**config.mk**
```make
export PLATFORM = sky130hd
export DESIGN_NAME = lane_center_weighted_error_core
export DESIGN_NICKNAME = d
export VERILOG_FILES = /design/src/hw/rtl/lcwe_pkg.sv /design/src/hw/rtl/lcwe_front.sv /design/src/hw/rtl/lcwe_fifo.sv /design/src/hw/rtl/lcwe_back.sv /design/src/hw/rtl/lane_center_weighted_error_core.sv
export SDC_FILE = /design/constraint.sdc
export NUM_CORES = 1
export LEC_CHECK = 0
export ABC_AREA = 1
export BUFFER_PORTS_ARGS = -buffer_cell sky130_fd_sc_hd__buf_2
export CORE_MARGIN = 2
export CORE_UTILIZATION = 40
export CTS_CLUSTER_SIZE = 25
export DETAILED_ROUTE_END_ITERATION = 12
export GPL_TIMING_DRIVEN = 0
export PLACE_DENSITY_LB_ADDON = 0.2
export SLEW_MARGIN = 20
export SYNTH_ARGS = -nofsm -noshare
export SYNTH_HDL_FRONTEND = slang
export SYNTH_SLANG_ARGS = --single-unit
```
**constraint.sdc**
```tcl
create_clock -name clk -period 6.9 [get_ports clk]
set_input_delay 0.69 -clock clk [delete_from_list [all_inputs] [get_ports clk]]
set_output_delay 0.69 -clock clk [all_outputs]
set_load 0.1 [all_outputs]
```
**src/hw/rtl/lcwe_pkg.sv**
```systemverilog
`timescale 1ns / 1ps

package lcwe_pkg;

    // Frame size limits
    localparam int MAX_WIDTH  = 1024;
    localparam int MAX_HEIGHT = 1024;
    localparam int MIN_WIDTH  = 8;
    localparam int MIN_HEIGHT = 1;

    localparam int COORD_W = 10;   // column / row coordinate
    localparam int SIZE_W  = 11;   // width / height register
    localparam int ERR_W   = 11;   // frame error result
    localparam int WSUM_W  = 32;   // weighted error total
    localparam int WT_W    = 20;   // weight total
    localparam int PROD_W  = 23;   // (half - center) * (row + 1)
    localparam int FIFO_DEPTH = 4;
    localparam int FIFO_AW    = $clog2(FIFO_DEPTH);

    // Configuration register indexes
    localparam logic [1:0] REG_IMAGE_WIDTH    = 2'd0;
    localparam logic [1:0] REG_IMAGE_HEIGHT   = 2'd1;
    localparam logic [1:0] REG_FIRST_SCAN_ROW = 2'd2;

    // Reset values of the configuration registers
    localparam logic [SIZE_W-1:0]  RST_IMAGE_WIDTH    = 11'd640;
    localparam logic [SIZE_W-1:0]  RST_IMAGE_HEIGHT   = 11'd280;
    localparam logic [COORD_W-1:0] RST_FIRST_SCAN_ROW = 10'd200;

    typedef struct packed {
        logic [SIZE_W-1:0]  image_width;
        logic [SIZE_W-1:0]  image_height;
        logic [COORD_W-1:0] first_scan_row;
    } cfg_t;

    // One finished row handed from the pixel front end to the back end
    typedef struct packed {
        logic [COORD_W-1:0] row;
        logic [COORD_W-1:0] center;
        logic [COORD_W-1:0] half;
        logic               scanned;
        logic               last;
    } row_rec_t;

endpackage

```
**src/hw/rtl/lcwe_front.sv**
```systemverilog
`timescale 1ns / 1ps

module lcwe_front
(
    input  logic                   clk,
    input  logic                   rst_n,
    input  lcwe_pkg::cfg_t         cfg,
    input  logic                   in_valid,
    input  logic                   in_stall,
    input  logic                   pixel_on,
    output logic                   push,
    output lcwe_pkg::row_rec_t     push_rec
);

    logic [lcwe_pkg::COORD_W-1:0] col_reg, col_next;
    logic [lcwe_pkg::COORD_W-1:0] row_reg, row_next;
    logic [1:0]                   prev_reg, prev_next;
    logic [lcwe_pkg::COORD_W-1:0] left_reg, left_next;
    logic [lcwe_pkg::COORD_W-1:0] right_reg, right_next;
    logic                         rfound_reg, rfound_next;

    logic [lcwe_pkg::SIZE_W-1:0]  w_eff, h_eff, half11, x11, w_m1, h_m1;
    logic [lcwe_pkg::SIZE_W-1:0]  edge_sum;
    logic [lcwe_pkg::COORD_W-1:0] right_sel;
    logic                         accept, row_end, scanned, last;

    always_comb
    begin
        if (cfg.image_width < lcwe_pkg::SIZE_W'(lcwe_pkg::MIN_WIDTH))
            w_eff = lcwe_pkg::SIZE_W'(lcwe_pkg::MIN_WIDTH);
        else if (cfg.image_width > lcwe_pkg::SIZE_W'(lcwe_pkg::MAX_WIDTH))
            w_eff = lcwe_pkg::SIZE_W'(lcwe_pkg::MAX_WIDTH);
        else
            w_eff = cfg.image_width;
        if (cfg.image_height < lcwe_pkg::SIZE_W'(lcwe_pkg::MIN_HEIGHT))
            h_eff = lcwe_pkg::SIZE_W'(lcwe_pkg::MIN_HEIGHT);
        else if (cfg.image_height > lcwe_pkg::SIZE_W'(lcwe_pkg::MAX_HEIGHT))
            h_eff = lcwe_pkg::SIZE_W'(lcwe_pkg::MAX_HEIGHT);
        else
            h_eff = cfg.image_height;
    end

    assign half11 = {1'b0, w_eff[lcwe_pkg::SIZE_W-1:1]};
    assign w_m1   = w_eff - 11'd1;
    assign h_m1   = h_eff - 11'd1;
    assign x11    = {1'b0, col_reg};
    assign accept = in_valid && !in_stall;

    always_comb
    begin
        left_next   = left_reg;
        right_next  = right_reg;
        rfound_next = rfound_reg;
        // left edge: 0,0,1 ending at x, last hit wins
        if (x11 >= 11'd2 && x11 + 11'd1 <= half11 && pixel_on && prev_reg == 2'b00)
            left_next = col_reg;
        // right edge: 1,0,0 starting at x-2, first hit wins
        if (!rfound_reg && x11 >= half11 + 11'd2 && x11 <= w_m1 &&
            !pixel_on && prev_reg == 2'b10)
        begin
            right_next  = col_reg - 10'd2;
            rfound_next = 1'b1;
        end
    end

    assign row_end   = x11 >= w_m1;
    assign right_sel = rfound_next ? right_next : w_m1[lcwe_pkg::COORD_W-1:0];
    assign edge_sum  = {1'b0, left_next} + {1'b0, right_sel};
    assign scanned   = row_reg >= cfg.first_scan_row;
    assign last      = {1'b0, row_reg} >= h_m1;

    always_comb
    begin
        col_next  = col_reg;
        row_next  = row_reg;
        prev_next = prev_reg;
        if (accept)
        begin
            if (row_end)
            begin
                col_next  = '0;
                prev_next = '0;
                row_next  = last ? '0 : row_reg + 10'd1;
            end
            else
            begin
                col_next  = col_reg + 10'd1;
                prev_next = {prev_reg[0], pixel_on};
            end
        end
    end

    assign push             = accept && row_end && (scanned || last);
    assign push_rec.row     = row_reg;
    assign push_rec.center  = edge_sum[lcwe_pkg::SIZE_W-1:1];
    assign push_rec.half    = half11[lcwe_pkg::COORD_W-1:0];
    assign push_rec.scanned = scanned;
    assign push_rec.last    = last;

    always_ff @(posedge clk or negedge rst_n)
    begin
        if (!rst_n)
        begin
            col_reg    <= '0;
            row_reg    <= '0;
            prev_reg   <= '0;
            left_reg   <= '0;
            right_reg  <= '0;
            rfound_reg <= 1'b0;
        end
        else
        begin
            col_reg  <= col_next;
            row_reg  <= row_next;
            prev_reg <= prev_next;
            if (accept)
            begin
                if (row_end)
                begin
                    left_reg   <= '0;
                    right_reg  <= '0;
                    rfound_reg <= 1'b0;
                end
                else
                begin
                    left_reg   <= left_next;
                    right_reg  <= right_next;
                    rfound_reg <= rfound_next;
                end
            end
        end
    end

endmodule

```
**src/hw/rtl/lcwe_fifo.sv**
```systemverilog
`timescale 1ns / 1ps

module lcwe_fifo
(
    input  logic               clk,
    input  logic               rst_n,
    input  logic               push,
    input  lcwe_pkg::row_rec_t push_rec,
    input  logic               pop,
    output lcwe_pkg::row_rec_t head_rec,
    output logic               empty,
    output logic               full
);

    lcwe_pkg::row_rec_t            entry_reg [lcwe_pkg::FIFO_DEPTH];
    logic [lcwe_pkg::FIFO_AW-1:0]  wptr_reg, rptr_reg;
    logic [lcwe_pkg::FIFO_AW:0]    count_reg;
    logic                          do_push, do_pop;

    assign empty    = count_reg == '0;
    assign full     = count_reg == (lcwe_pkg::FIFO_AW+1)'(lcwe_pkg::FIFO_DEPTH);
    assign do_push  = push && !full;
    assign do_pop   = pop && !empty;
    assign head_rec = entry_reg[rptr_reg];

    always_ff @(posedge clk)
    begin
        if (do_push)
            entry_reg[wptr_reg] <= push_rec;
    end

    always_ff @(posedge clk or negedge rst_n)
    begin
        if (!rst_n)
        begin
            wptr_reg  <= '0;
            rptr_reg  <= '0;
            count_reg <= '0;
        end
        else
        begin
            if (do_push)
                wptr_reg <= wptr_reg + 1'b1;
            if (do_pop)
                rptr_reg <= rptr_reg + 1'b1;
            if (do_push && !do_pop)
                count_reg <= count_reg + 1'b1;
            else if (do_pop && !do_push)
                count_reg <= count_reg - 1'b1;
        end
    end

endmodule

```
**src/hw/rtl/lcwe_back.sv**
```systemverilog
`timescale 1ns / 1ps

module lcwe_back
(
    input  logic                                clk,
    input  logic                                rst_n,
    input  lcwe_pkg::row_rec_t                  head_rec,
    input  logic                                empty,
    output logic                                pop,
    output logic                                out_valid,
    input  logic                                out_stall,
    output logic [lcwe_pkg::COORD_W-1:0]        row_index,
    output logic [lcwe_pkg::COORD_W-1:0]        row_center,
    output logic signed [lcwe_pkg::ERR_W-1:0]   frame_error,
    output logic                                frame_done
);

    localparam logic [2:0] S_IDLE  = 3'd0;
    localparam logic [2:0] S_MUL   = 3'd1;
    localparam logic [2:0] S_ACC   = 3'd2;
    localparam logic [2:0] S_DINIT = 3'd3;
    localparam logic [2:0] S_DIV   = 3'd4;
    localparam logic [2:0] S_FIX   = 3'd5;
    localparam logic [2:0] S_OUT   = 3'd6;

    logic [2:0]                               state_reg;
    lcwe_pkg::row_rec_t                       rec_reg;
    logic signed [lcwe_pkg::PROD_W-1:0]       prod_reg;
    logic signed [lcwe_pkg::WSUM_W-1:0]       wsum_reg;
    logic [lcwe_pkg::WT_W-1:0]                wt_reg;
    logic [lcwe_pkg::WSUM_W-1:0]              quo_reg;
    logic [lcwe_pkg::WT_W:0]                  rem_reg;
    logic                                     neg_reg;
    logic [$clog2(lcwe_pkg::WSUM_W)-1:0]      step_reg;
    logic signed [lcwe_pkg::ERR_W-1:0]        err_reg;

    logic                                     out_valid_reg;
    logic [lcwe_pkg::COORD_W-1:0]             out_row_reg, out_center_reg;
    logic signed [lcwe_pkg::ERR_W-1:0]        out_err_reg;
    logic                                     out_done_reg;

    logic signed [lcwe_pkg::SIZE_W-1:0]       diff;
    logic [lcwe_pkg::SIZE_W-1:0]              weight;
    logic signed [lcwe_pkg::PROD_W-1:0]       prod;
    logic [lcwe_pkg::WT_W:0]                  rem_shift;
    logic                                     rem_ge;
    logic [lcwe_pkg::WSUM_W-1:0]              wsum_mag;

    assign pop    = (state_reg == S_IDLE) && !empty && !out_valid_reg;
    assign diff   = $signed({1'b0, rec_reg.half}) - $signed({1'b0, rec_reg.center});
    assign weight = {1'b0, rec_reg.row} + 11'd1;
    // signed product, both operands sign-extended to the product width
    assign prod   = diff * $signed({1'b0, weight});

    // restoring divide, one quotient bit per cycle
    assign rem_shift = {rem_reg[lcwe_pkg::WT_W-1:0], quo_reg[lcwe_pkg::WSUM_W-1]};
    assign rem_ge    = rem_shift >= {1'b0, wt_reg};
    assign wsum_mag  = wsum_reg[lcwe_pkg::WSUM_W-1] ? -wsum_reg : wsum_reg;

    always_ff @(posedge clk)
    begin
        if (pop)
            rec_reg <= head_rec;
        if (state_reg == S_MUL)
            prod_reg <= rec_reg.scanned ? prod : '0;
        if (state_reg == S_DINIT)
        begin
            quo_reg <= wsum_mag;
            rem_reg <= '0;
            neg_reg <= wsum_reg[lcwe_pkg::WSUM_W-1];
        end
        else if (state_reg == S_DIV)
        begin
            rem_reg <= rem_ge ? rem_shift - {1'b0, wt_reg} : rem_shift;
            quo_reg <= {quo_reg[lcwe_pkg::WSUM_W-2:0], rem_ge};
        end
        if (state_reg == S_DINIT)
            err_reg <= '0;
        else if (state_reg == S_FIX)
            err_reg <= neg_reg ? -$signed(quo_reg[lcwe_pkg::ERR_W-1:0])
                               : $signed(quo_reg[lcwe_pkg::ERR_W-1:0]);
        if (state_reg == S_OUT)
        begin
            out_row_reg    <= rec_reg.row;
            out_center_reg <= rec_reg.center;
            out_err_reg    <= rec_reg.last ? err_reg : '0;
            out_done_reg   <= rec_reg.last;
        end
    end

    always_ff @(posedge clk or negedge rst_n)
    begin
        if (!rst_n)
        begin
            state_reg     <= S_IDLE;
            wsum_reg      <= '0;
            wt_reg        <= '0;
            step_reg      <= '0;
            out_valid_reg <= 1'b0;
        end
        else
        begin
            if (out_valid_reg && !out_stall)
                out_valid_reg <= 1'b0;
            case (state_reg)
                S_IDLE:
                begin
                    if (pop)
                        state_reg <= S_MUL;
                end
                S_MUL:
                begin
                    state_reg <= S_ACC;
                end
                S_ACC:
                begin
                    wsum_reg  <= wsum_reg + lcwe_pkg::WSUM_W'(prod_reg);
                    if (rec_reg.scanned)
                        wt_reg <= wt_reg + lcwe_pkg::WT_W'(weight);
                    state_reg <= rec_reg.last ? S_DINIT : S_OUT;
                end
                S_DINIT:
                begin
                    step_reg  <= '0;
                    state_reg <= (wt_reg == '0) ? S_OUT : S_DIV;
                end
                S_DIV:
                begin
                    step_reg <= step_reg + 1'b1;
                    if (step_reg == '1)
                        state_reg <= S_FIX;
                end
                S_FIX:
                begin
                    state_reg <= S_OUT;
                end
                S_OUT:
                begin
                    out_valid_reg <= 1'b1;
                    if (rec_reg.last)
                    begin
                        wsum_reg <= '0;
                        wt_reg   <= '0;
                    end
                    state_reg <= S_IDLE;
                end
                default:
                begin
                    state_reg <= S_IDLE;
                end
            endcase
        end
    end

    assign out_valid   = out_valid_reg;
    assign row_index   = out_row_reg;
    assign row_center  = out_center_reg;
    assign frame_error = out_err_reg;
    assign frame_done  = out_done_reg;

endmodule

```
**src/hw/rtl/lane_center_weighted_error_core.sv**
```systemverilog
`timescale 1ns / 1ps
// Channel  | Handshake           | Payload
// ---------+---------------------+----------------------------------------------
// pixel in | in_valid / in_stall | pixel_on
// row out  | out_valid/out_stall | row_index, row_center, frame_error, frame_done
// config   | cfg_write           | cfg_index, cfg_data
//
// One pixel item per cycle; in_stall rises only when the 4-entry row queue
// is full. Each row record passes through the back end in these steps: pop,
// multiply, accumulate, output, hand-off; the next record is popped only once
// its result is taken. The last row of a frame adds setup, a 32-step serial
// divide and a sign fix, or setup alone when no row of the frame was weighted.
// Reset (async, rst_n low) clears counters, totals, queue and output valid;
// config returns to 640 x 280, first scanned row 200.
// A waiting result never blocks pixel intake until the queue fills.

module lane_center_weighted_error_core
(
    input  logic                                clk,
    input  logic                                rst_n,
    // configuration
    input  logic                                cfg_write,
    input  logic [1:0]                          cfg_index,
    input  logic [lcwe_pkg::SIZE_W-1:0]         cfg_data,
    // pixel stream
    input  logic                                in_valid,
    output logic                                in_stall,
    input  logic                                pixel_on,
    // row results
    output logic                                out_valid,
    input  logic                                out_stall,
    output logic [lcwe_pkg::COORD_W-1:0]        row_index,
    output logic [lcwe_pkg::COORD_W-1:0]        row_center,
    output logic signed [lcwe_pkg::ERR_W-1:0]   frame_error,
    output logic                                frame_done
);

    lcwe_pkg::cfg_t     cfg_reg;
    lcwe_pkg::row_rec_t push_rec, head_rec;
    logic               push, pop, q_empty, q_full;

    // config register file; out-of-list indexes are ignored
    always_ff @(posedge clk or negedge rst_n)
    begin
        if (!rst_n)
        begin
            cfg_reg.image_width    <= lcwe_pkg::RST_IMAGE_WIDTH;
            cfg_reg.image_height   <= lcwe_pkg::RST_IMAGE_HEIGHT;
            cfg_reg.first_scan_row <= lcwe_pkg::RST_FIRST_SCAN_ROW;
        end
        else if (cfg_write)
        begin
            case (cfg_index)
                lcwe_pkg::REG_IMAGE_WIDTH:    cfg_reg.image_width  <= cfg_data;
                lcwe_pkg::REG_IMAGE_HEIGHT:   cfg_reg.image_height <= cfg_data;
                lcwe_pkg::REG_FIRST_SCAN_ROW:
                    cfg_reg.first_scan_row <= cfg_data[lcwe_pkg::COORD_W-1:0];
                default: ;
            endcase
        end
    end

    // stall on a full queue so a row-end pixel always finds room
    assign in_stall = q_full;

    // front: column/row counting, edge search, row center
    lcwe_front u_front
    (
        .clk      (clk),
        .rst_n    (rst_n),
        .cfg      (cfg_reg),
        .in_valid (in_valid),
        .in_stall (in_stall),
        .pixel_on (pixel_on),
        .push     (push),
        .push_rec (push_rec)
    );

    lcwe_fifo u_fifo
    (
        .clk      (clk),
        .rst_n    (rst_n),
        .push     (push),
        .push_rec (push_rec),
        .pop      (pop),
        .head_rec (head_rec),
        .empty    (q_empty),
        .full     (q_full)
    );

    // back: weighted totals, frame divide, output register
    lcwe_back u_back
    (
        .clk         (clk),
        .rst_n       (rst_n),
        .head_rec    (head_rec),
        .empty       (q_empty),
        .pop         (pop),
        .out_valid   (out_valid),
        .out_stall   (out_stall),
        .row_index   (row_index),
        .row_center  (row_center),
        .frame_error (frame_error),
        .frame_done  (frame_done)
    );

endmodule

```
==> flow_summary.yaml, run 1 <==
yosys:
  synthTopCellsByArea: "edfxtp_1, dfrtp_1, ha_1, nand2_1, fa_1"
  yosysUniqueCellTypes: 74
  syn_inst: 3078
  ys_seq_area_share_pct: 42.6
  synth_nets: 3406
  synth_edf_count: 248
  synth_top_cell_area_share_pct: 27.2
  synth.cell_area_um2: 27400
  ys.flop_type: "edfxtp_1"
  yosys.area.top_type: "edfxtp_1"
  avgSynthCellArea_um2: 8.89
  synth_most_common_cell: "nand2_1"
  async_flop_share_pct: 33.9
  synth_common_cells: "nand2_1, inv_1, o21ai_0, nor2_1, edfxtp_1"
  ys_seq_elements: 422
  ys_warn_count: 0
cts:
  cts_tree: "done"
  htree_levels: 2
  clk_path_buf_depth: 3
  cts_buffers: 50
  clkSinkCount: 422
  clock_latency_ns: 0.61
  clk_pin_slew_worst_paths_ns: 0.06
  ctsHoldBuffers: 0
  cts-root-buf: "clkbuf_16"
critical_path:
  endpoint_kind: "register"
  crit_path_start_kind: "register"
  crit_slowest_cell: "fa_1"
  cp_num_buf_inv: 5
  cpMostUsedCell: "fa_1"
  cp_max_fo: 6
  crit_family: "adder cells"
  slowest_delay_ns: 0.56
  worstPathRequired_ns: 7.25
  criticalPathCategory: "register to register"
  critPathArrivalTime_ns: 7.08
grt:
  use_met2_pct: 34.4
  grt_remaining_overflow: 0
  track_usage_pct: 19.5
  grtUsageMet3_pct: 2.42
  grt_pass1_vias: 20900
  top_usage_layer: "met2"
  grt_first_pass_wirelength_um: 110000
  antenna_found_initial: 0
  grt_max_degree: 73
  use_met1_pct: 24.8
timing:
  rsz0062_at_grt: "yes"
  fin_crit_sh_pct: 97.5
  hold_viol: 0
  slew_headroom_pct: 35.9
  slew_violations: 0
  finClkSkew_ns: 0.0313
  worst_pin_slew_ns: 0.962
  fin_setup_tns_ns: 0
  setup_viol: 0
  finalCriticalPeriod_ns: 6.73
  max_freq_mhz: 149
status:
  status: "complete, no violations"
drt:
  ant_nets: 0
  drc: 0
  dr.pass1.iters: 5
  viasPerCell: 5.09
  num_vias: 21000
  finalWirelength_um: 67600
  drt_iter0_markers: 1244
  wl_per_cell_um: 16.4
layout:
  n_antenna_cell: 0
  drive_above_1_share_pct: 9.95
  fillCellCount: 6569
  utilization_pct: 46.2
  fin_nets: 3543
  multiInputGateArea_um2: 14100
  seqCellArea_um2: 11700
  layoutNonFillerInstCount: 4129
  largest_register_ffs: 128
  syn_to_final_growth_pct: 13.9
floorplanning:
  coreArea_um2: 67400
  row_count: 95
  die_x_um: 266
  die-area_um2: 70500
  initial_core_util_pct: 40.6
  ios: 53
  fp.dieH_um: 266
flow_run:
  maxCapViolations: 0
placement:
  gp_congestion: 0.894
  post-place-cells: 4018
  portBuffers: 52
  place_hpwl_um: 51200
hold_path:
  worstHoldPathType: "input pin to async pin"
[stage by stage]
stage | hold WS, ns | cell area [µm²] | worst slack [ns]
2_1_floorplan | 0.394 | 27400 | 0.208
3_3_place_gp | 0.436 | 28700 | -0.821
3_5_place_dp | 0.432 | 29000 | -0.588
4_1_cts | 0.0553 | 30900 | 0.00344
5_1_grt | 0.0927 | 31200 | -0.162
6_report | 0.0483 | 31200 | 0.170
[logic make-up after synthesis]
family / synth area share (%)
flops: 42.6
mux: 0.224
fa+ha+maj: 16.5
xor+xnor: 3.62
buf+inv: 7.35
compound gates: 13.4
simple gates: 16.3
[per-layer routing]
layer | part of all wire [%] | vias up
li1 | - | 10700
met1 | 44 | 9936
met2 | 50 | 339
met3 | 3.5 | 97
met4 | 2.5 | 0
met5 | 0 | -
[cell type report]
cell class,instances,area share [%]
Multi-Input combinational cell,2124,45.1
Buffer,68,0.863
Sequential cell,422,37.4
Clock buffer,65,4.46
Clock inverter,28,1.09
Inverter,464,5.60
Timing Repair Buffer,85,1.98
Tap cell,873,3.50
[worst reg2reg max path, delay by kind of cell, from the launching register on]
family	cells	cell delay, ns
DFF	1	0.42
buffers and inverters	5	0.27
and+or+nand+nor	15	1.52
AOI/OAI and AO/OA	8	0.90
adders and majority gates	8	3.37
[layout by cell type, fill, tap and decap left out, types with 9 or more instances in the layout]
cell       instances
clkbuf_16         52
nor2_2             9
dfxtp_1           31
o31ai_1            9
a21o_1            12
buf_2             59
fa_1              82
nand2_2           21
dfrtp_1          135
o22ai_1           65
o21ai_0          279
o211ai_1          10
nor2_1           273
nand3_1           91
nand2_1          513
nand4_1           28
buf_4             21
a21oi_1          177
a211oi_1           9
nor4_1            14
a31oi_1           17
clkinv_1          11
o21ai_1           17
xor2_1            90
inv_1            434
xnor2_1           22
nor3_1            30
ha_1             211
clkbuf_1          69
edfxtp_1         248
inv_2             22
[timing repair]
item	4_1_cts	5_1_grt
pin swaps	10	44
gates resized for setup	25	65
setup buffers	6	12
endpoints found under the hold margin	0	0
cloned	0	0
endpoints found under the setup margin	7	12
[path summary, 6_finish.rpt]
check | slack, ns | cells past startpoint | start | endpoint
max in group asynchronous | 5.98 | 2 | rst_n | u_back.wt_reg[5]
worst max register to register | 0.17 | 36 | u_back.rec_reg[12] | u_back.prod_reg[19]
worst min-delay path | 0.05 | 1 | rst_n | u_front.left_reg[7]
worst max-delay path | 0.17 | 36 | u_back.rec_reg[12] | u_back.prod_reg[19]
worst min register to register | 0.45 | 0 | u_back.rec_reg[16] | u_back.row_center[4]
min in group clk | 0.33 | 3 | out_stall | u_back.out_valid
Power of run 1 is left out: the tool's default activity adds up to more than one toggle a clock period on the data nets, which glitch-free logic cannot reach.
==> inputs of run 2 (changes only) <==
BUFFER_PORTS_ARGS = default   (was -buffer_cell sky130_fd_sc_hd__buf_2)
CTS_CLUSTER_DIAMETER = 60   (was default)
DONT_BUFFER_PORTS = 1   (was default)
PLACE_DENSITY = 0.62   (was default)
PLACE_DENSITY_LB_ADDON = default   (was 0.2)
==> run 2 against run 1 <==
Count of clock-buffer cells in the layout is 25 lower. Non-clock buffer count decreased by 49. Highest routed layer unchanged. Largest cell class unchanged. First-iteration DRC count is 1.6% higher.
==> flow_summary.yaml, run 2 (synthesis gave the netlist of run 1 again) <==
status:
  status: "complete, no violations"
layout:
  final_common_cell: "nand2_1"
  fin_nets: 3480
  n_antenna_cell: 0
  stdcell_area_um2: 30500
  final_cell_mix: "nand2_1, inv_1, o21ai_0"
  largest_register_ffs: 128
  drive_above_1_share_pct: 7.90
  layoutNonFillerInstCount: 4051
  syn_to_final_growth_pct: 11.4
critical_path:
  critPathLaunch: "u_back.rec_reg[2]"
  crit_slowest_cell: "fa_1"
  crit_path_start_kind: "register"
  slowest_delay_ns: 0.54
  r2r_start: "u_back.rec_reg[2]"
  endpoint_kind: "register"
  critPathArrivalTime_ns: 7.07
  criticalPathCategory: "register to register"
  cp_max_fo: 5
  worstPathRequired_ns: 7.20
timing:
  rsz0062_at_grt: "yes"
  fin_crit_sh_pct: 98.2
  finClkSkew_ns: 0.0337
  slew_headroom_pct: 27.3
  hold_viol: 0
  max_freq_mhz: 148
  slew_violations: 0
  setup_viol: 0
  finalCriticalPeriod_ns: 6.77
  worst_pin_slew_ns: 1.09
placement:
  post-place-cells: 3966
  placed_cell_area_um2: 28700
  portBuffers: 0
  gp_congestion: 0.892
  place_hpwl_um: 49800
cts:
  cts_buffers: 36
  cts_tree: "done"
  clock_latency_ns: 0.57
  clk_pin_slew_worst_paths_ns: 0.08
  htree_levels: 2
  clkSinkCount: 422
  clk_path_buf_depth: 3
  cts-root-buf: "clkbuf_16"
grt:
  top_usage_layer: "met2"
  grt_pass1_vias: 20400
  grt_remaining_overflow: 0
  grtUsageMet3_pct: 2.82
  grt_max_degree: 144
  track_usage_pct: 18.8
  use_met2_pct: 33.3
  use_met1_pct: 23.6
  antenna_found_initial: 0
  grt_first_pass_wirelength_um: 106000
flow_run:
  maxCapViolations: 0
drt:
  dr.pass1.iters: 5
  num_vias: 20700
  viasPerCell: 5.11
  finalWirelength_um: 65600
  drc: 0
  ant_nets: 0
  wl_per_cell_um: 16.2
  drt_iter0_markers: 1264
floorplanning:
  initial_core_util_pct: 40.6
  fp.dieH_um: 266
  coreArea_um2: 67400
  die_x_um: 266
  row_count: 95
  die-area_um2: 70500
  ios: 53
hold_path:
  worstHoldPathType: "input pin to async pin"
## run 2: per-stage QoR
stage          hold slack, ns  setup slack, ns  setup TNS (ns)  util [%]
2_1_floorplan           0.394            0.208               0         -
3_3_place_gp            0.404           -0.812           -3.39      42.2
3_5_place_dp            0.403           -0.541           -1.89      42.6
4_1_cts                 0.156           0.0140               0      44.8
5_1_grt                 0.143           -0.266           -1.17      45.2
6_report               0.0591            0.125               0      45.2
## run 2: per-layer routing
layer	vias up	share of wire [%]	wire length, µm
li1	10500	-	-
met1	9690	44	28600
met2	387	49	32400
met3	94	4.5	2950
met4	0	2.6	1720
met5	-	0	0
## run 2: critical path: cells and delay by family, from the launching register on
| kind | cells | cell delay [ns] |
|---|---|---|
| adders and majority gates | 8 | 3.19 |
| AOI/OAI and AO/OA | 9 | 1.28 |
| and+or+nand+nor | 11 | 0.92 |
| buffers and inverters | 9 | 0.75 |
| DFF | 1 | 0.38 |
## run 2: what timing repair did
item	CTS	global route
endpoints found under the setup margin	8	18
pin swaps	11	42
buffers inserted	9	11
hold buffers	1	0
hold endpoints to repair	143	0
resized for setup	24	56
## run 2: layout make-up
type | count | area [µm²]
fill | 6471 | 36900
multi-input combinational | 2124 | 14000
sequential | 422 | 11700
inverter | 464 | 1750
tap | 873 | 1090
clock buffer | 40 | 957
timing repair buffer | 36 | 387
clock inverter | 24 | 334
buffer | 68 | 269
## run 2: final timing paths
path,to,slack (ns),depth (start not counted)
setup reg to reg,u_back.prod_reg[15],0.13,37
min in group clk,cfg_reg[20],0.28,2
hold reg to reg,u_back.neg_reg,0.45,0
max in group asynchronous,u_back.wsum_reg[19],6.06,1
hold / removal,u_front.left_reg[2],0.06,1
setup / recovery,u_back.prod_reg[15],0.13,37
Power of run 2 is left out for the same reason.
